`src/hw/rtl/circle_wall_bounce_and_integrate_macros.svh`:
```
// Assertion macros shared by the circle bounce and integrate RTL.
`ifndef CIRCLE_WALL_BOUNCE_AND_INTEGRATE_MACROS_SVH
`define CIRCLE_WALL_BOUNCE_AND_INTEGRATE_MACROS_SVH

`ifndef ASSERT_OFF
// Checked only out of reset.
`define CWB_ASSERT(name, prop, msg) \
  name: assert property (@(posedge clk_i) disable iff (!rst_ni) prop) \
    else $error(msg);
// Checked at every edge, reset included.
`define CWB_ASSERT_RST(name, prop, msg) \
  name: assert property (@(posedge clk_i) prop) \
    else $error(msg);
`else
`define CWB_ASSERT(name, prop, msg)
`define CWB_ASSERT_RST(name, prop, msg)
`endif

`endif

```
`src/hw/rtl/cwbi_pkg.sv`:
```
// Package for the circle bounce and integrate block: words, register codes, widths.
package cwbi_pkg;

  localparam int FracBitsDef = 16;
  localparam int VelW        = 33;  // 32 bit velocity plus room for one negation
  localparam int CfgIdxW     = 3;
  localparam int CfgDataW    = 21;

  localparam logic [CfgIdxW-1:0] CfgFieldWidth  = 3'd0;
  localparam logic [CfgIdxW-1:0] CfgFieldHeight = 3'd1;
  localparam logic [CfgIdxW-1:0] CfgTimeStep    = 3'd2;
  localparam logic [CfgIdxW-1:0] CfgGravity     = 3'd3;
  localparam logic [CfgIdxW-1:0] CfgDrag        = 3'd4;

  localparam logic [15:0] FieldWidthRst  = 16'd640;
  localparam logic [15:0] FieldHeightRst = 16'd480;
  localparam logic [19:0] TimeStepRst    = 20'd65536;

  typedef struct packed {
    logic signed [31:0] pos_x;
    logic signed [31:0] pos_y;
    logic signed [31:0] vel_x;
    logic signed [31:0] vel_y;
    logic        [14:0] radius;
  } in_word_t;

  typedef struct packed {
    logic signed [31:0] new_pos_x;
    logic signed [31:0] new_pos_y;
    logic signed [31:0] new_vel_x;
    logic signed [31:0] new_vel_y;
  } out_word_t;

  function automatic int max_i(input int a, input int b);
    max_i = (a > b) ? a : b;
  endfunction

  // Position after the walls: input range or wall range, whichever is wider.
  function automatic int pos_w(input int frac);
    pos_w = max_i(32, 17 + frac) + 2;
  endfunction

  // Half gravity step dt*g/2 in fixed point.
  function automatic int hg_w(input int frac);
    hg_w = 41 - frac;
  endfunction

  // Half-step velocity vy + h and vy + 2h.
  function automatic int iv_w(input int frac);
    iv_w = max_i(VelW, hg_w(frac)) + 2;
  endfunction

endpackage

```
`src/hw/rtl/cwbi_wall.sv`:
```
// Four-stage wall clamp: right, left, floor (with damping) and top walls.
`include "circle_wall_bounce_and_integrate_macros.svh"

module cwbi_wall #(
  parameter int FRAC_BITS = cwbi_pkg::FracBitsDef
) (
  input  logic                                         clk_i,
  input  logic                                         rst_ni,
  input  logic [15:0]                                  field_width_i,
  input  logic [15:0]                                  field_height_i,
  input  logic                                         gpos_i,
  input  logic                                         in_valid_i,
  output logic                                         in_ready_o,
  input  cwbi_pkg::in_word_t                           in_word_i,
  output logic                                         out_valid_o,
  input  logic                                         out_ready_i,
  output logic signed [cwbi_pkg::pos_w(FRAC_BITS)-1:0] px_o,
  output logic signed [cwbi_pkg::pos_w(FRAC_BITS)-1:0] py_o,
  output logic signed [cwbi_pkg::VelW-1:0]             vx_o,
  output logic signed [cwbi_pkg::VelW-1:0]             vy_o
);

  localparam int F     = FRAC_BITS;
  localparam int PosW  = cwbi_pkg::pos_w(F);
  localparam int VelW  = cwbi_pkg::VelW;
  localparam int DmpW  = F + 4;
  localparam int ProdW = DmpW + F + 1;
  localparam int RndW  = ProdW + 1 - F;

  localparam int K05  = ((5 << F) + 50) / 100;
  localparam int K27  = ((27 << F) + 5) / 10;
  localparam int K07  = ((7 << F) + 5) / 10;
  localparam int K047 = ((47 << F) + 50) / 100;

  localparam logic signed [VelW-1:0]  K05V  = VelW'(K05);
  localparam logic signed [VelW-1:0]  K27V  = VelW'(K27);
  localparam logic signed [F:0]       K07S  = (F+1)'(K07);
  localparam logic signed [RndW-1:0]  K047R = RndW'(K047);
  localparam logic signed [ProdW:0]   HalfP = (ProdW+1)'(1) <<< (F - 1);

  function automatic logic signed [VelW-1:0] reflect_dead(input logic signed [VelW-1:0] v);
    reflect_dead = (v < K05V && v > -K05V) ? '0 : -v;
  endfunction

  logic [3:0] v_q;
  logic [4:0] en;

  assign en[4] = out_ready_i;
  for (genvar k = 0; k < 4; k++) begin : g_en
    assign en[k] = !v_q[k] || en[k+1];
  end
  assign in_ready_o  = en[0];
  assign out_valid_o = v_q[3];

  always_ff @(posedge clk_i or negedge rst_ni) begin
    if (!rst_ni) begin
      v_q <= '0;
    end else begin
      if (en[0]) v_q[0] <= in_valid_i;
      for (int k = 1; k < 4; k++) begin
        if (en[k]) v_q[k] <= v_q[k-1];
      end
    end
  end

  // Stage 1: right wall on x, floor on y
  logic signed [PosW-1:0] pxe, pye, rfx_in, wfx, hfx, px1_d, py1_d;
  logic signed [VelW-1:0] vxe, vye, vx1_d, vy1_d;
  logic                   hit_r, hit_f, damp1_d;

  assign pxe    = PosW'(in_word_i.pos_x);
  assign pye    = PosW'(in_word_i.pos_y);
  assign vxe    = VelW'(in_word_i.vel_x);
  assign vye    = VelW'(in_word_i.vel_y);
  assign rfx_in = PosW'({in_word_i.radius, {F{1'b0}}});
  assign wfx    = PosW'({field_width_i, {F{1'b0}}});
  assign hfx    = PosW'({field_height_i, {F{1'b0}}});

  assign hit_r   = (pxe + rfx_in) >= wfx;
  assign hit_f   = (pye + rfx_in) >= hfx;
  assign damp1_d = hit_f && gpos_i && (vye < K27V) && (vye > -K27V);
  assign px1_d   = hit_r ? (wfx - rfx_in) : pxe;
  assign vx1_d   = hit_r ? reflect_dead(vxe) : vxe;
  assign py1_d   = hit_f ? (hfx - rfx_in) : pye;
  assign vy1_d   = (hit_f && !damp1_d) ? -vye : vye;

  logic signed [PosW-1:0] px1_q, py1_q;
  logic signed [VelW-1:0] vx1_q, vy1_q;
  logic [14:0]            r1_q;
  logic                   damp1_q;

  always_ff @(posedge clk_i) begin
    if (en[0]) begin
      px1_q   <= px1_d;
      py1_q   <= py1_d;
      vx1_q   <= vx1_d;
      vy1_q   <= vy1_d;
      r1_q    <= in_word_i.radius;
      damp1_q <= damp1_d;
    end
  end

  // Stage 2: left wall on x, top position on y, floor damping product
  logic signed [PosW-1:0]  rfx1, px2_d, py2_d;
  logic signed [VelW-1:0]  vx2_d;
  logic signed [DmpW-1:0]  dmp_op;
  logic signed [ProdW-1:0] dprod;
  logic                    hit_l, hit_t;

  assign rfx1   = PosW'({r1_q, {F{1'b0}}});
  assign hit_l  = (px1_q - rfx1) <= 0;
  assign hit_t  = (py1_q - rfx1) <= 0;
  assign px2_d  = hit_l ? rfx1 : px1_q;
  assign vx2_d  = hit_l ? reflect_dead(vx1_q) : vx1_q;
  assign py2_d  = hit_t ? rfx1 : py1_q;
  // damped speed is below 2.7, so the low bits hold it whole
  assign dmp_op = -DmpW'($signed(vy1_q[F+2:0]));
  assign dprod  = ProdW'(dmp_op) * ProdW'(K07S);

  logic signed [PosW-1:0]  px2_q, py2_q;
  logic signed [VelW-1:0]  vx2_q, vy2_q;
  logic signed [ProdW-1:0] dprod2_q;
  logic                    damp2_q, hit_t2_q;

  always_ff @(posedge clk_i) begin
    if (en[1]) begin
      px2_q    <= px2_d;
      py2_q    <= py2_d;
      vx2_q    <= vx2_d;
      vy2_q    <= vy1_q;
      dprod2_q <= dprod;
      damp2_q  <= damp1_q;
      hit_t2_q <= hit_t;
    end
  end

  // Stage 3: round the damped speed, drop it inside the dead band
  logic signed [ProdW:0]  rsum;
  logic signed [RndW-1:0] rnd;
  logic signed [VelW-1:0] vy3_d;

  assign rsum  = (ProdW+1)'(dprod2_q) + HalfP;
  assign rnd   = RndW'(rsum >>> F);
  assign vy3_d = !damp2_q ? vy2_q :
                 ((rnd < K047R && rnd > -K047R) ? '0 : VelW'(rnd));

  logic signed [PosW-1:0] px3_q, py3_q;
  logic signed [VelW-1:0] vx3_q, vy3_q;
  logic                   hit_t3_q;

  always_ff @(posedge clk_i) begin
    if (en[2]) begin
      px3_q    <= px2_q;
      py3_q    <= py2_q;
      vx3_q    <= vx2_q;
      vy3_q    <= vy3_d;
      hit_t3_q <= hit_t2_q;
    end
  end

  // Stage 4: top wall reflection
  always_ff @(posedge clk_i) begin
    if (en[3]) begin
      px_o <= px3_q;
      py_o <= py3_q;
      vx_o <= vx3_q;
      vy_o <= hit_t3_q ? reflect_dead(vy3_q) : vy3_q;
    end
  end

  `CWB_ASSERT(a_damp_needs_gravity, v_q[0] && damp1_q |-> gpos_i, "floor damping without gravity")
  `CWB_ASSERT(a_stage2_holds, v_q[1] && !en[2] |=> v_q[1], "stalled word lost in stage 2")

endmodule

```
`config.mk`:
```
export PLATFORM = sky130hd
export DESIGN_NAME = cwbi_wall
export DESIGN_NICKNAME = d
export VERILOG_FILES = /design/src/hw/rtl/cwbi_pkg.sv /design/src/hw/rtl/cwbi_wall.sv
export VERILOG_INCLUDE_DIRS = /design/src /design/src/hw/rtl
export SDC_FILE = /design/constraint.sdc
export NUM_CORES = 1
export LEC_CHECK = 0
export ABC_AREA = 1
export BUFFER_PORTS_ARGS = -buffer_cell sky130_fd_sc_hd__buf_2
export CORE_ASPECT_RATIO = 1.25
export CORE_MARGIN = 2
export CORE_UTILIZATION = 55
export CTS_BUF_LIST = sky130_fd_sc_hd__clkbuf_2 sky130_fd_sc_hd__clkbuf_4 sky130_fd_sc_hd__clkbuf_8
export DETAILED_ROUTE_END_ITERATION = 12
export GPL_TIMING_DRIVEN = 0
export PLACE_DENSITY = 0.74
export SETUP_SLACK_MARGIN = 0.1
export SYNTH_ARGS = -nofsm -noshare
export SYNTH_HDL_FRONTEND = slang
export SYNTH_SLANG_ARGS = --single-unit
```
`constraint.sdc`:
```
create_clock -name clk_i -period 23.1 [get_ports clk_i]
set_input_delay 1.155 -clock clk_i [delete_from_list [all_inputs] [get_ports clk_i]]
set_output_delay 1.155 -clock clk_i [all_outputs]
set_load 0.005 [all_outputs]
```
Yosys cells after proc, flatten, opt, wreduce, memory -nomap -nowiden
Index checks and enable logic that the tools add are counted.
- word-level logic and storage cells: 85
- register bits after elaboration: 604
- ROM bits: 0
- latch bits: 0
- input port bits: 180
- memories kept: 0
- bits in writable memories: 0
- divide/modulo/power cells: 0
- multiply operators: 1
- reduce and logical (&&, ||, !) cells: 17
- muxes and demuxes: 13
- shift operators: 0
- add/subtract/negate cells: 12
- magnitude comparators: 14
- equality and inequality tests: 0
- bitwise operators: 0
- operators by type and width (kind ; count):
    two-way mux 33 bit ; 9
    negator 33 bit ; 3
    less-or-equal comparator 35 x 1 -> 1 bit, second input constant ; 2
    two-way mux 35 bit ; 2
    subtractor 35 x 32 -> 35 bit ; 2
    adder 32 x 32 -> 33 bit ; 2
    >= comparator 33 bit ; 2
    > comparator 33 x 13 -> 1 bit, second input constant ; 2
    less-than comparator 33 x 13 -> 1 bit, second input constant ; 2
    subtractor 32 x 31 -> 33 bit ; 2
    two-way mux 31 bit ; 2
    adder 37 x 17 -> 38 bit, second input constant ; 1
    multiplier 20 x 17 -> 37 bit, second input constant ; 1
    negator 32 -> 33 bit ; 1
    > comparator 32 x 13 -> 1 bit, second input constant ; 1
    > comparator 32 x 19 -> 1 bit, second input constant ; 1
    less-than comparator 32 x 13 -> 1 bit, second input constant ; 1
    less-than comparator 32 x 19 -> 1 bit, second input constant ; 1
    > comparator 22 x 16 -> 1 bit, second input constant ; 1
    less-than comparator 22 x 16 -> 1 bit, second input constant ; 1
    negator 19 -> 20 bit ; 1
    logical AND 1 bit ; 8
    zero test 1 bit ; 5
    logical OR 1 bit ; 4

Longest topological paths before layout
Gate-level depths: netlist (run 1).
- depth in word-level cells: 8
- gate-level depth with buffers: 33
- mapped depth without buffers: 33

Worst setup path before layout (run 1)
No wires, ideal clock.
- path kind: input to output
- from: input port out_ready_i
- to: output port in_ready_o
- arrival: 10034 ps
- buffers on the path: 0
- path slack: 11911 ps
- stages on the path: 6
- cell sequence: nor2_1 -> inv_1 -> nor2_1 -> inv_1 -> nor2_1 -> nand2_1
- word-level cells in the longest chain between the ends: 4
- ends and longest elaborated chain (element ; line ; text):
    start, declared ; cwbi_wall.sv:16 ; input logic out_ready_i,
    logical OR 1 bit ; cwbi_wall.sv:50 ; assign en[k] = !v_q[k] || en[k+1];
    via en[3] ; cwbi_wall.sv:46 ; logic [4:0] en;
    logical OR 1 bit ; cwbi_wall.sv:50 ;
    via en[2] ; cwbi_wall.sv:46 ;
    logical OR 1 bit (2 in a row) ; cwbi_wall.sv:50 ;
    end, declared ; cwbi_wall.sv:13 ; output logic in_ready_o,
The timed path passes the listed nets, and every way through them passes these cells.

Worst setup path in the final report (run 1)
- from: register vy1_q[0]
- to: register dprod2_q[28] (data pin)
- word-level cells in the longest chain between the ends: 2
- ends and longest elaborated chain (element ; line ; text):
    start, declared ; cwbi_wall.sv:88 ; logic signed [VelW-1:0] vx1_q, vy1_q;
    start signal, assigned ; cwbi_wall.sv:97 ; vy1_q <= vy1_d;
    negator 19 -> 20 bit ; cwbi_wall.sv:117 ; assign dmp_op = -DmpW'($signed(vy1_q[F+2:0]));
    multiplier 20 x 17 -> 37 bit ; cwbi_wall.sv:118 ; assign dprod = ProdW'(dmp_op) * ProdW'(K07S);
    via dprod[28] ; cwbi_wall.sv:107 ; logic signed [ProdW-1:0] dprod;
    end signal, assigned ; cwbi_wall.sv:131 ; dprod2_q <= dprod;
    end, declared ; cwbi_wall.sv:122 ; logic signed [ProdW-1:0] dprod2_q;
The timed path passes the listed nets, and every way through them passes these cells.
A chain may end at the register's enable or synchronous reset.

==> impl_metrics.sql, run 1 <==
INSERT INTO impl_metrics (metric_group, metric, value, unit) VALUES
('clock_tree', 'clkSlewWorstSetupHoldPaths', '0.06', 'ns'),
('yosys', 'netlist_instances', '4214', ''),
('timing', 'finalCriticalPeriod', '8.08', 'ns'),
('worst_setup_path', 'largest_fanout_of_any_net_on_the_critical_path', '8', ''),
('die', 'floorplan.initialDensity', '0.556', ''),
('yosys', 'yosysTopAreaCell', 'sky130_fd_sc_hd__edfxtp_1', ''),
('clock_tree', 'cts_max_path_bufs', '3', ''),
('yosys', 'synth_enable_flop_cells', '569', ''),
('die', 'placeableCoreArea', '68300', 'µm²'),
('global_route', 'groute.usage.overall', '0.289', ''),
('global_route', 'grt_first_pass_wirelength', '158000', 'µm'),
('final_layout', 'post_route_cells_drive_above_1_share', '0.118', ''),
('timing', 'final-setup-viol-count', '0', ''),
('clock_tree', 'clock_sink_count', '573', ''),
('timing', 'report.final.hold_viol_count', '0', ''),
('yosys', 'post_synth_instance_area', '38000', 'µm²'),
('worst_setup_path', 'setup.worst_path.end_class', 'flip-flop', ''),
('clock_tree', 'tritoncts.num_buffers', '85', ''),
('route', 'dr_total_vias', '30100', ''),
('yosys', 'number_of_register_bits_inferred_by_synthesis', '573', ''),
('clock_tree', 'tritoncts', 'done', ''),
('placement', 'port_buffers', '314', ''),
('yosys', 'yosys-top-cells-area', 'sky130_fd_sc_hd__edfxtp_1 (45%), sky130_fd_sc_hd__nand2_1 (9.9%), sky130_fd_sc_hd__ha_1 (7.9%)', ''),
('route', 'vias_per_cell', '5.41', ''),
('placement', 'dp_hpwl', '83000', 'µm'),
('global_route', 'first_global_vias', '29400', ''),
('yosys', 'synthDominantCellAreaShare', '0.450', ''),
('placement', 'finalWeightedCongestion', '0.995', ''),
('clock_tree', 'cts.root.buffer_cell', 'sky130_fd_sc_hd__clkbuf_8', ''),
('route', 'drc_errors', '0', ''),
('global_route', 'grt_max_degree', '93', ''),
('worst_setup_path', 'critical_path_at', '8.50', 'ns'),
('clock_tree', 'cts-resized-gates', '0', ''),
('worst_setup_path', 'critical-path-max-stage-delay', '0.64', 'ns'),
('timing', 'unrepaired_setup_endpoints_after_global_routing', 'no', ''),
('route', 'post_drt_wl_per_cell', '18.4', 'µm'),
('final_layout', 'syn_to_final_growth', '12.3', '%'),
('route', 'drt-total-wl', '102000', 'µm'),
('timing', 'timing_worst_slew_pin_value', '1.33', 'ns'),
('die', 'total_die_area', '71200', 'µm²'),
('worst_setup_path', 'cp.required', '23.52', 'ns'),
('timing', 'final.setup.tns', '0', 'ns'),
('clock_tree', 'postCtsHoldBufs', '0', ''),
('yosys', 'syn_avg_cell_area', '9.01', 'µm²'),
('timing', 'slew_headroom', '0.103', ''),
('die', 'die_w', '239', 'µm'),
('timing', 'fmax', '124', 'MHz'),
('worst_setup_path', 'timing.critical_path.slowest_stage_cell', 'sky130_fd_sc_hd__edfxtp_1', ''),
('timing', 'fin_skew', '0.0363', 'ns'),
('die', 'io_pins', '318', ''),
('yosys', 'synth_sequential_area_ratio', '0.453', ''),
('global_route', 'global_route.overflow_total', '0', ''),
('yosys', 'netlist_cell_types', '51', ''),
('min_path', 'min-delay-path-class', 'in2async', ''),
('run', 'max_cap_viol_count', '0', ''),
('yosys', 'post_synth_most_frequent_cells', 'sky130_fd_sc_hd__nand2_1 (997), sky130_fd_sc_hd__inv_1 (669), sky130_fd_sc_hd__edfxtp_1 (569)', ''),
('yosys', 'yosys_warnings', '0', ''),
('final_layout', 'finish.net_count', '5172', ''),
('status', 'outcome', 'complete, no violations', ''),
('timing', 'timing.final.crit_share', '0.350', ''),
('worst_setup_path', 'slack_of_the_worst_reg_to_reg_path', '15.03', 'ns'),
('yosys', 'post-synth-top-count-cell', 'sky130_fd_sc_hd__nand2_1', ''),
('timing', 'fin_ws', '15.03', 'ns'),
('route', 'drtIter0Drc', '2252', ''),
('clock_tree', 'htreeDepth', '3', ''),
('timing', 'final.hold.worst_slack', '0.272', 'ns'),
('clock_tree', 'clkLatencyLatePin', '0.70', 'ns'),
('worst_setup_path', 'crit_path_start_kind', 'flip-flop', ''),
('die', 'floorplan.rows', '107', ''),
('route', 'detail-route-antenna-nets', '0', ''),
('timing', 'timing.final.max_slew_violations', '0', ''),
('yosys', 'yosys_most_used_dff', 'sky130_fd_sc_hd__edfxtp_1', ''),
('placement', 'worst_slack_placed', '15.00', 'ns'),
('global_route', 'grt_antenna_before_repair', '5', ''),
('worst_setup_path', 'critical_path_class', 'reg2reg', ''),
('route', 'drtPass1Iterations', '6', ''),
('yosys', 'synth_async_sr_flop_share', '0.00698', ''),
('die', 'die_h', '298', 'µm'),
('clock_tree', 'cts_setup_buffers', '0', '');
## area by class of cell
cell class	instances	area [µm²]
tap	872	1090
antenna	3	7.51
fill	5853	25700
sequential	573	17200
buffer	85	467
clock buffer	103	1310
inverter	676	2550
clock inverter	54	507
timing repair buffer	319	1710
multi-input combinational	2881	17800
## critical path, delay by kind of cell (launching register included)
kind	cells	cell delay (ns)
compound gates	4	0.97
xor+xnor	1	0.48
fa+ha+maj	8	3.55
buf+inv	5	0.63
flops	1	0.64
simple gates	10	1.53
## registers in the layout, indices dropped and copies added (netlist names), 22 cells and up
signal,count
dprod2_q,22
px1_q,33
px2_q,33
px3_q,33
px_o,33
py1_q,33
py2_q,33
py3_q,33
py_o,33
vx1_q,33
vx2_q,33
vx3_q,33
vx_o,33
vy1_q,33
vy2_q,33
vy3_q,33
vy_o,33
## metrics by stage
stage | utilization | instance area, µm² | cells
2_1_floorplan | - | 38000 | 4215
3_3_place_gp | 0.595 | 40600 | 5401
3_5_place_dp | 0.598 | 40800 | 5406
4_1_cts | 0.624 | 42600 | 5563
5_1_grt | 0.624 | 42600 | 5565
6_report | 0.624 | 42600 | 5566
## cells in the final DEF (no fill, tap or decap), types with 126 or more instances in the layout
| master | synthesis | final |
|---|---|---|
| sky130_fd_sc_hd__a21oi_1 | 126 | 126 |
| sky130_fd_sc_hd__buf_2 | 22 | 336 |
| sky130_fd_sc_hd__edfxtp_1 | 569 | 569 |
| sky130_fd_sc_hd__fa_1 | 131 | 131 |
| sky130_fd_sc_hd__ha_1 | 240 | 240 |
| sky130_fd_sc_hd__inv_1 | 669 | 666 |
| sky130_fd_sc_hd__nand2_1 | 997 | 996 |
| sky130_fd_sc_hd__nand3_1 | 256 | 256 |
| sky130_fd_sc_hd__nand4_1 | 133 | 133 |
| sky130_fd_sc_hd__nor2_1 | 457 | 457 |
| sky130_fd_sc_hd__xor2_1 | 155 | 155 |
## cell families after synthesis
family,after synthesis,share of synthesized area
fa+ha+maj,371,0.148
flops,573,0.453
other cells,1,0.0000988
buf+inv,761,0.0791
simple gates,1983,0.224
compound gates,305,0.0457
xor+xnor,220,0.0507
## path summary, 6_finish.rpt
kind / startpoint / to / cells past startpoint
worst max-delay path: vy1_q[0] / dprod2_q[28] / 28
worst min-delay path: rst_ni / v_q[0] / 1
worst max register to register: vy1_q[0] / dprod2_q[28] / 28
worst min register to register: vx2_q[19] / vx3_q[19] / 0
max in group asynchronous: rst_ni / v_q[1] / 1
min in group clk_i: vx2_q[19] / vx3_q[19] / 0
## routing by layer
metal	track usage	vias to the layer above	routed length, µm
li1	-	14700	-
met1	0.338	14100	39500
met2	0.512	1037	51600
met3	0.0410	279	5570
met4	0.149	0	5840
met5	0	-	0
Power of run 1 is not shown: default switching activity piles up to over one toggle a cycle in this logic, so the estimate is an artifact.
==> inputs of run 2 (changes only) <==
--- a/config.mk
+++ b/config.mk
@@ -14,7 +14,7 @@
 export CTS_BUF_LIST = sky130_fd_sc_hd__clkbuf_2 sky130_fd_sc_hd__clkbuf_4 sky130_fd_sc_hd__clkbuf_8
 export DETAILED_ROUTE_END_ITERATION = 12
 export GPL_TIMING_DRIVEN = 0
-export PLACE_DENSITY = 0.74
+export PLACE_DENSITY = 0.77
 export SETUP_SLACK_MARGIN = 0.1
 export SYNTH_ARGS = -nofsm -noshare
 export SYNTH_HDL_FRONTEND = slang
==> constraint.sdc (replaced) <==
create_clock -name clk_i -period 6.9 [get_ports clk_i]
set_input_delay 0.345 -clock clk_i [delete_from_list [all_inputs] [get_ports clk_i]]
set_output_delay 0.345 -clock clk_i [all_outputs]
set_load 0.005 [all_outputs]
==> run 2 against run 1 <==
Hold slack got worse by 0.22 ns. Largest cell class unchanged. Wire length increased by 2.4%. Critical path depth shrank 2. Via count up 2.0%. Maximum frequency increased by 22%. First-iteration DRC count decreased by 14%. Clock skew is 0.0080 ns higher. Utilization up 2.3 points. Non-clock buffer count rose by 124. Flip-flop and latch count unchanged. Setup slack lost 15 ns.
==> impl_metrics.sql, run 2 (synthesized netlist as in run 1, its figures left out) <==
INSERT INTO impl_metrics (metric_group, metric, value, unit) VALUES
('worst_setup_path', 'r2r_end', 'dprod2_q[35]', ''),
('clock_tree', 'tritoncts.num_buffers', '84', ''),
('final_layout', 'finish.net_count', '5296', ''),
('worst_setup_path', 'critical-path-max-stage-delay', '0.56', 'ns'),
('placement', 'finalWeightedCongestion', '0.977', ''),
('die', 'floorplan.rows', '107', ''),
('worst_setup_path', 'critical_path_class', 'reg2reg', ''),
('placement', 'dp_hpwl', '83100', 'µm'),
('timing', 'report.final.hold_viol_count', '0', ''),
('worst_setup_path', 'largest_fanout_of_any_net_on_the_critical_path', '4', ''),
('final_layout', 'layout_common_cells', 'sky130_fd_sc_hd__nand2_1 (986), sky130_fd_sc_hd__inv_1 (661), sky130_fd_sc_hd__edfxtp_1 (569)', ''),
('clock_tree', 'htreeDepth', '3', ''),
('timing', 'final.hold.worst_slack', '0.0554', 'ns'),
('worst_setup_path', 'slack_of_the_worst_reg_to_reg_path', '0.25', 'ns'),
('die', 'placeableCoreArea', '68300', 'µm²'),
('global_route', 'groute.usage.overall', '0.295', ''),
('global_route', 'grt_max_degree', '98', ''),
('timing', 'final-setup-viol-count', '0', ''),
('die', 'die_w', '239', 'µm'),
('die', 'total_die_area', '71200', 'µm²'),
('placement', 'port_buffers', '314', ''),
('status', 'outcome', 'complete, no violations', ''),
('final_layout', 'syn_to_final_growth', '16.5', '%'),
('timing', 'timing.final.max_slew_violations', '0', ''),
('clock_tree', 'clkSlewWorstSetupHoldPaths', '0.06', 'ns'),
('timing', 'timing_worst_slew_pin_value', '1.06', 'ns'),
('clock_tree', 'cts_max_path_bufs', '3', ''),
('global_route', 'global_route.overflow_total', '0', ''),
('route', 'drtIter0Drc', '1937', ''),
('timing', 'slew_headroom', '0.286', ''),
('global_route', 'first_global_vias', '30800', ''),
('timing', 'unrepaired_setup_endpoints_after_global_routing', 'no', ''),
('min_path', 'min-delay-path-class', 'in2reg', ''),
('clock_tree', 'cts.root.buffer_cell', 'sky130_fd_sc_hd__clkbuf_8', ''),
('worst_setup_path', 'critical_path_at', '7.06', 'ns'),
('min_path', 'min_path_cells', '3', ''),
('clock_tree', 'clkLatencyLatePin', '0.69', 'ns'),
('worst_setup_path', 'timing.critical_path.slowest_stage_cell', 'sky130_fd_sc_hd__fa_1', ''),
('timing', 'fmax', '150', 'MHz'),
('timing', 'fin_skew', '0.0443', 'ns'),
('worst_setup_path', 'regToRegStartpoint', 'vy1_q[1]', ''),
('min_path', 'worst_hold_startpoint', 'in_word_i[114]', ''),
('placement', 'worst_slack_placed', '-1.08', 'ns'),
('timing', 'timing.final.crit_share', '0.963', ''),
('die', 'io_pins', '318', ''),
('worst_setup_path', 'critPathTopFamily', 'adder cells', ''),
('global_route', 'grt_antenna_before_repair', '5', ''),
('min_path', 'hold-path-endpoint', 'px1_q[3]', ''),
('clock_tree', 'tritoncts', 'done', ''),
('worst_setup_path', 'cp.required', '7.32', 'ns'),
('route', 'drt-total-wl', '105000', 'µm'),
('run', 'max_cap_viol_count', '0', ''),
('die', 'die_h', '298', 'µm'),
('clock_tree', 'clock_sink_count', '573', ''),
('worst_setup_path', 'path_buf_inv', '5', ''),
('route', 'vias_per_cell', '5.41', ''),
('final_layout', 'final_common_cell', 'sky130_fd_sc_hd__nand2_1', ''),
('timing', 'finalCriticalPeriod', '6.65', 'ns'),
('route', 'drtPass1Iterations', '9', ''),
('worst_setup_path', 'setup.worst_path.end_class', 'flip-flop', ''),
('final_layout', 'post_route_cells_drive_above_1_share', '0.140', ''),
('route', 'drc_errors', '0', ''),
('route', 'detail-route-antenna-nets', '0', ''),
('global_route', 'grt_first_pass_wirelength', '162000', 'µm'),
('die', 'floorplan.initialDensity', '0.556', ''),
('timing', 'fin_ws', '0.255', 'ns'),
('route', 'post_drt_wl_per_cell', '18.5', 'µm'),
('worst_setup_path', 'ff2ff_path_depth', '26', ''),
('route', 'dr_total_vias', '30700', ''),
('worst_setup_path', 'timing.critical_path.mode_cell', 'sky130_fd_sc_hd__fa_1', ''),
('worst_setup_path', 'crit_path_start_kind', 'flip-flop', '');
-- run 2: cell types whose count changed in the layout (fill, tap and decap cells not counted), sizes merged, moves of 12 or more --
| cell | previous run | this run |
|---|---|---|
| clkinv | 38 | 24 |
| buf | 366 | 402 |
| dlygate4sd3 | 0 | 88 |
| clkbuf | 141 | 153 |
-- run 2: metal layers --
metal	track usage	wire length, µm	share of wire	vias up
li1	-	-	-	14900
met1	0.327	38800	0.37	14300
met2	0.522	52800	0.50	1131
met3	0.0444	5680	0.054	359
met4	0.194	7650	0.073	6
met5	0	46	0.00044	-
-- run 2: tightest hold or removal path: cells and delay by family --
kind,cells,cell delay (ns)
simple gates,1,0.11
buf+inv,2,0.15
-- run 2: worst max-delay path by stage --
| stage | start | to | slack (ns) | depth (start not counted) |
|---|---|---|---|---|
| 2_1_floorplan | v_q[3] | damp2_q | -1.13 | 7 |
| 3_3_place_gp | out_ready_i | py2_q[14] | -4.40 | 7 |
| 3_5_place_dp | vy1_q[0] | dprod2_q[28] | -1.08 | 28 |
| 4_1_cts | vy1_q[1] | dprod2_q[34] | 0.08 | 29 |
| 5_1_grt | vy1_q[1] | dprod2_q[35] | 0.02 | 26 |
| 6_report | vy1_q[1] | dprod2_q[35] | 0.25 | 26 |
-- run 2: cell type report --
type	count	area (µm²)
Buffer	85	467
Multi-Input combinational cell	2881	18300
Clock buffer	115	1420
Fill cell	5604	24100
Tap cell	872	1090
Sequential cell	573	17200
Antenna cell	1	2.50
Timing Repair Buffer	443	2900
Timing Repair inverter	1	5.00
Clock inverter	34	285
Inverter	676	2550
-- run 2: what timing repair did --
action / CTS / global route
gates resized for setup: 41 / 84
pin swaps: 9 / 29
gates cloned: 1 / 0
endpoints found under the hold margin: 90 / 0
setup buffers: 12 / 19
hold buffers: 88 / 0
setup endpoints to repair: 19 / 20
-- run 2: stage by stage --
step            TNS, ns  area, µm²  cells   util
6_report              0      44200   5681  0.648
5_1_grt               0      44200   5681  0.648
4_1_cts               0      43700   5661  0.640
3_5_place_dp      -9.68      40900   5411  0.599
3_3_place_gp   -1246.24      40700   5401  0.595
2_1_floorplan   -258.86      38000   4215      -
Power of run 2 is left out for the same reason.
==> inputs of run 3 (changes only) <==
--- a/config.mk
+++ b/config.mk
@@ -6,7 +6,6 @@
 export SDC_FILE = /design/constraint.sdc
 export NUM_CORES = 1
 export LEC_CHECK = 0
-export ABC_AREA = 1
 export BUFFER_PORTS_ARGS = -buffer_cell sky130_fd_sc_hd__buf_2
 export CORE_ASPECT_RATIO = 1.25
 export CORE_MARGIN = 2
@@ -14,7 +13,7 @@
 export CTS_BUF_LIST = sky130_fd_sc_hd__clkbuf_2 sky130_fd_sc_hd__clkbuf_4 sky130_fd_sc_hd__clkbuf_8
 export DETAILED_ROUTE_END_ITERATION = 12
 export GPL_TIMING_DRIVEN = 0
-export PLACE_DENSITY = 0.77
+export PLACE_DENSITY = 0.78
 export SETUP_SLACK_MARGIN = 0.1
 export SYNTH_ARGS = -nofsm -noshare
 export SYNTH_HDL_FRONTEND = slang
==> run 3 against run 2 <==
The flow now finishes with violations (negative setup slack). Critical path depth increased by 2. Utilization increased by 1.4 points. Maximum frequency decreased by 6.7%. Sequential share of layout area increased by 3.0 points. Register-to-register slack got worse by 0.48 ns. First-iteration DRC count decreased by 12%. Wire length decreased by 15%. Non-clock buffer count increased by 7. Synthesized cell count decreased by 28%. Setup slack got worse by 0.48 ns. Design area decreased by 7.2%. Highest routed layer unchanged. Synthesized area decreased by 9.2%.
==> impl_metrics.sql, run 3 <==
INSERT INTO impl_metrics (metric_group, metric, value, unit) VALUES
('run', 'max_cap_viol_count', '0', ''),
('worst_setup_path', 'critical_path_at', '7.54', 'ns'),
('worst_setup_path', 'largest_fanout_of_any_net_on_the_critical_path', '4', ''),
('timing', 'timing.final.crit_share', '1.03', ''),
('placement', 'worst_slack_placed', '-0.764', 'ns'),
('clock_tree', 'tritoncts', 'done', ''),
('yosys', 'yosys_warnings', '0', ''),
('worst_setup_path', 'critical_path_class', 'reg2reg', ''),
('global_route', 'groute.usage.overall', '0.275', ''),
('yosys', 'post_synth_instance_area', '34500', 'µm²'),
('yosys', 'synth_sequential_area_ratio', '0.498', ''),
('yosys', 'synth_async_sr_flop_share', '0.00698', ''),
('global_route', 'grt_antenna_before_repair', '7', ''),
('yosys', 'synthDominantCellAreaShare', '0.495', ''),
('final_layout', 'final_common_cell', 'sky130_fd_sc_hd__edfxtp_1', ''),
('worst_setup_path', 'timing.critical_path.slowest_stage_cell', 'sky130_fd_sc_hd__fa_1', ''),
('final_layout', 'syn_to_final_growth', '18.9', '%'),
('worst_setup_path', 'setup.worst_path.end_class', 'flip-flop', ''),
('die', 'io_pins', '318', ''),
('die', 'total_die_area', '64700', 'µm²'),
('yosys', 'netlist_cell_types', '97', ''),
('timing', 'fmax', '140', 'MHz'),
('worst_setup_path', 'cp.required', '7.32', 'ns'),
('route', 'vias_per_cell', '5.66', ''),
('yosys', 'post_synth_most_frequent_cells', 'sky130_fd_sc_hd__edfxtp_1 (569), sky130_fd_sc_hd__inv_1 (371), sky130_fd_sc_hd__ha_1 (240)', ''),
('clock_tree', 'htreeDepth', '3', ''),
('route', 'dr_total_vias', '25400', ''),
('clock_tree', 'cts_max_path_bufs', '3', ''),
('die', 'die_w', '228', 'µm'),
('timing', 'unrepaired_setup_endpoints_after_global_routing', 'yes', ''),
('timing', 'final-setup-viol-count', '6', ''),
('global_route', 'grt_max_degree', '95', ''),
('die', 'placeableCoreArea', '62000', 'µm²'),
('yosys', 'yosys_most_used_dff', 'sky130_fd_sc_hd__edfxtp_1', ''),
('yosys', 'yosysTopAreaCell', 'sky130_fd_sc_hd__edfxtp_1', ''),
('worst_setup_path', 'crit_path_start_kind', 'flip-flop', ''),
('timing', 'timing.final.max_slew_violations', '0', ''),
('timing', 'report.final.hold_viol_count', '0', ''),
('yosys', 'syn_avg_cell_area', '11.4', 'µm²'),
('global_route', 'grt_first_pass_wirelength', '138000', 'µm'),
('timing', 'fin_skew', '0.0427', 'ns'),
('yosys', 'yosys-top-cells-area', 'sky130_fd_sc_hd__edfxtp_1 (50%), sky130_fd_sc_hd__ha_1 (8.7%), sky130_fd_sc_hd__fa_1 (7.6%)', ''),
('placement', 'port_buffers', '313', ''),
('route', 'drtIter0Drc', '1708', ''),
('route', 'drtPass1Iterations', '5', ''),
('final_layout', 'layout.area.seq', '17200', 'µm²'),
('global_route', 'first_global_vias', '25600', ''),
('final_layout', 'finish.net_count', '4127', ''),
('timing', 'slew_headroom', '0.323', ''),
('final_layout', 'final.fill_count', '4587', ''),
('clock_tree', 'clkSlewWorstSetupHoldPaths', '0.06', 'ns'),
('timing', 'fin_ws', '-0.224', 'ns'),
('final_layout', 'utilization', '0.661', ''),
('timing', 'finalCriticalPeriod', '7.12', 'ns'),
('clock_tree', 'tritoncts.num_buffers', '85', ''),
('die', 'die_h', '284', 'µm'),
('yosys', 'synth_enable_flop_cells', '569', ''),
('final_layout', 'post_route_cells_drive_above_1_share', '0.180', ''),
('timing', 'timing_worst_slew_pin_value', '1.01', 'ns'),
('clock_tree', 'cts.root.buffer_cell', 'sky130_fd_sc_hd__clkbuf_8', ''),
('placement', 'dp.cells', '4190', ''),
('min_path', 'min-delay-path-class', 'in2reg', ''),
('route', 'detail-route-antenna-nets', '0', ''),
('clock_tree', 'clkLatencyLatePin', '0.69', 'ns'),
('placement', 'finalWeightedCongestion', '0.966', ''),
('die', 'floorplan.rows', '102', ''),
('placement', 'dp_hpwl', '68100', 'µm'),
('final_layout', 'multi_input_combinational_cell_area', '16200', 'µm²'),
('final_layout', 'finalNonFillerCells', '4484', ''),
('worst_setup_path', 'timing.critical_path.mode_cell', 'sky130_fd_sc_hd__fa_1', ''),
('clock_tree', 'clock_sink_count', '573', ''),
('route', 'post_drt_wl_per_cell', '19.9', 'µm'),
('route', 'drc_errors', '0', ''),
('yosys', 'post-synth-top-count-cell', 'sky130_fd_sc_hd__edfxtp_1', ''),
('yosys', 'number_of_register_bits_inferred_by_synthesis', '573', ''),
('die', 'floorplan.initialDensity', '0.556', ''),
('worst_setup_path', 'critical-path-max-stage-delay', '0.57', 'ns'),
('final_layout', 'layout_common_cells', 'sky130_fd_sc_hd__edfxtp_1 (569), sky130_fd_sc_hd__inv_1 (357), sky130_fd_sc_hd__buf_2 (325)', ''),
('status', 'outcome', 'complete, but fails checks', ''),
('global_route', 'global_route.overflow_total', '0', ''),
('route', 'drt-total-wl', '89200', 'µm'),
('yosys', 'netlist_instances', '3030', ''),
('status', 'violated_checks', 'negative setup slack', '');
[run 3: routing by layer]
layer | wire (µm) | global-route usage | vias to the layer above
met1 | 33400 | 0.321 | 12000
met5 | 13 | 0 | -
met2 | 45400 | 0.482 | 1014
li1 | - | - | 12100
met4 | 4930 | 0.157 | 2
met3 | 5460 | 0.0443 | 267
[run 3: timing repair]
item	CTS	global route
resized for setup	55	17
hold endpoints to repair	92	0
setup buffers	32	12
hold buffers	90	0
pin swaps	35	19
endpoints found under the setup margin	13	11
[run 3: area by class of cell]
class / instances / share of cell area
well taps: 832 / 0.0254
multi-input cells: 2010 / 0.394
flip-flops and latches: 573 / 0.419
inverters: 371 / 0.0343
plain buffers: 77 / 0.00824
diodes: 5 / 0.000305
clock inverters: 50 / 0.0107
clock buffers: 108 / 0.0329
repair buffers: 458 / 0.0748
[run 3: cell families (layout without fill, tap and decap cells)]
family	count (synthesis)	count (layout)	synth area share
xor gates and xnor gates	147	147	0.0373
adders and majority gates	371	371	0.163
AOI/OAI and AO/OA	614	614	0.114
and+or+nand+nor	852	852	0.129
DFF	573	573	0.498
other	1	7	0.000109
muxes	24	24	0.00773
buffers and inverters	448	1064	0.0502
[run 3: path summary, 6_finish.rpt]
path | from | endpoint | slack, ns | cells past startpoint
max | vy1_q[2] | dprod2_q[34] | -0.22 | 28
min | in_word_i[109] | py1_q[30] | 0.04 | 3
min reg2reg | py2_q[16] | py3_q[16] | 0.40 | 0
min in group asynchronous | rst_ni | v_q[2] | 0.54 | 3
max in group asynchronous | rst_ni | v_q[0] | 6.18 | 3
max reg2reg | vy1_q[2] | dprod2_q[34] | -0.22 | 28
[run 3: per-stage QoR]
| stage | hold WS, ns | TNS [ns] | cell area [µm²] |
|---|---|---|---|
| 5_1_grt | 0.0209 | -2.93 | 41000 |
| 3_3_place_gp | 0.151 | -561.84 | 37300 |
| 4_1_cts | 0.000199 | -0.0866 | 40800 |
| 3_5_place_dp | 0.156 | -4.30 | 37600 |
| 2_1_floorplan | 0.0494 | 0 | 34700 |
| 6_report | 0.0372 | -1.01 | 41000 |
[run 3: worst max-delay path, delay by kind of cell (launching register included)]
family | cells | cell delay, ns
flip-flops | 1 | 0.42
AO/OA/AOI/OAI | 7 | 1.36
AND/OR/NAND/NOR | 6 | 1.23
XOR/XNOR | 2 | 0.27
buffers and inverters | 6 | 0.50
adder cells (fa/ha/maj) | 7 | 3.11
Power of run 3 is left out for the same reason.
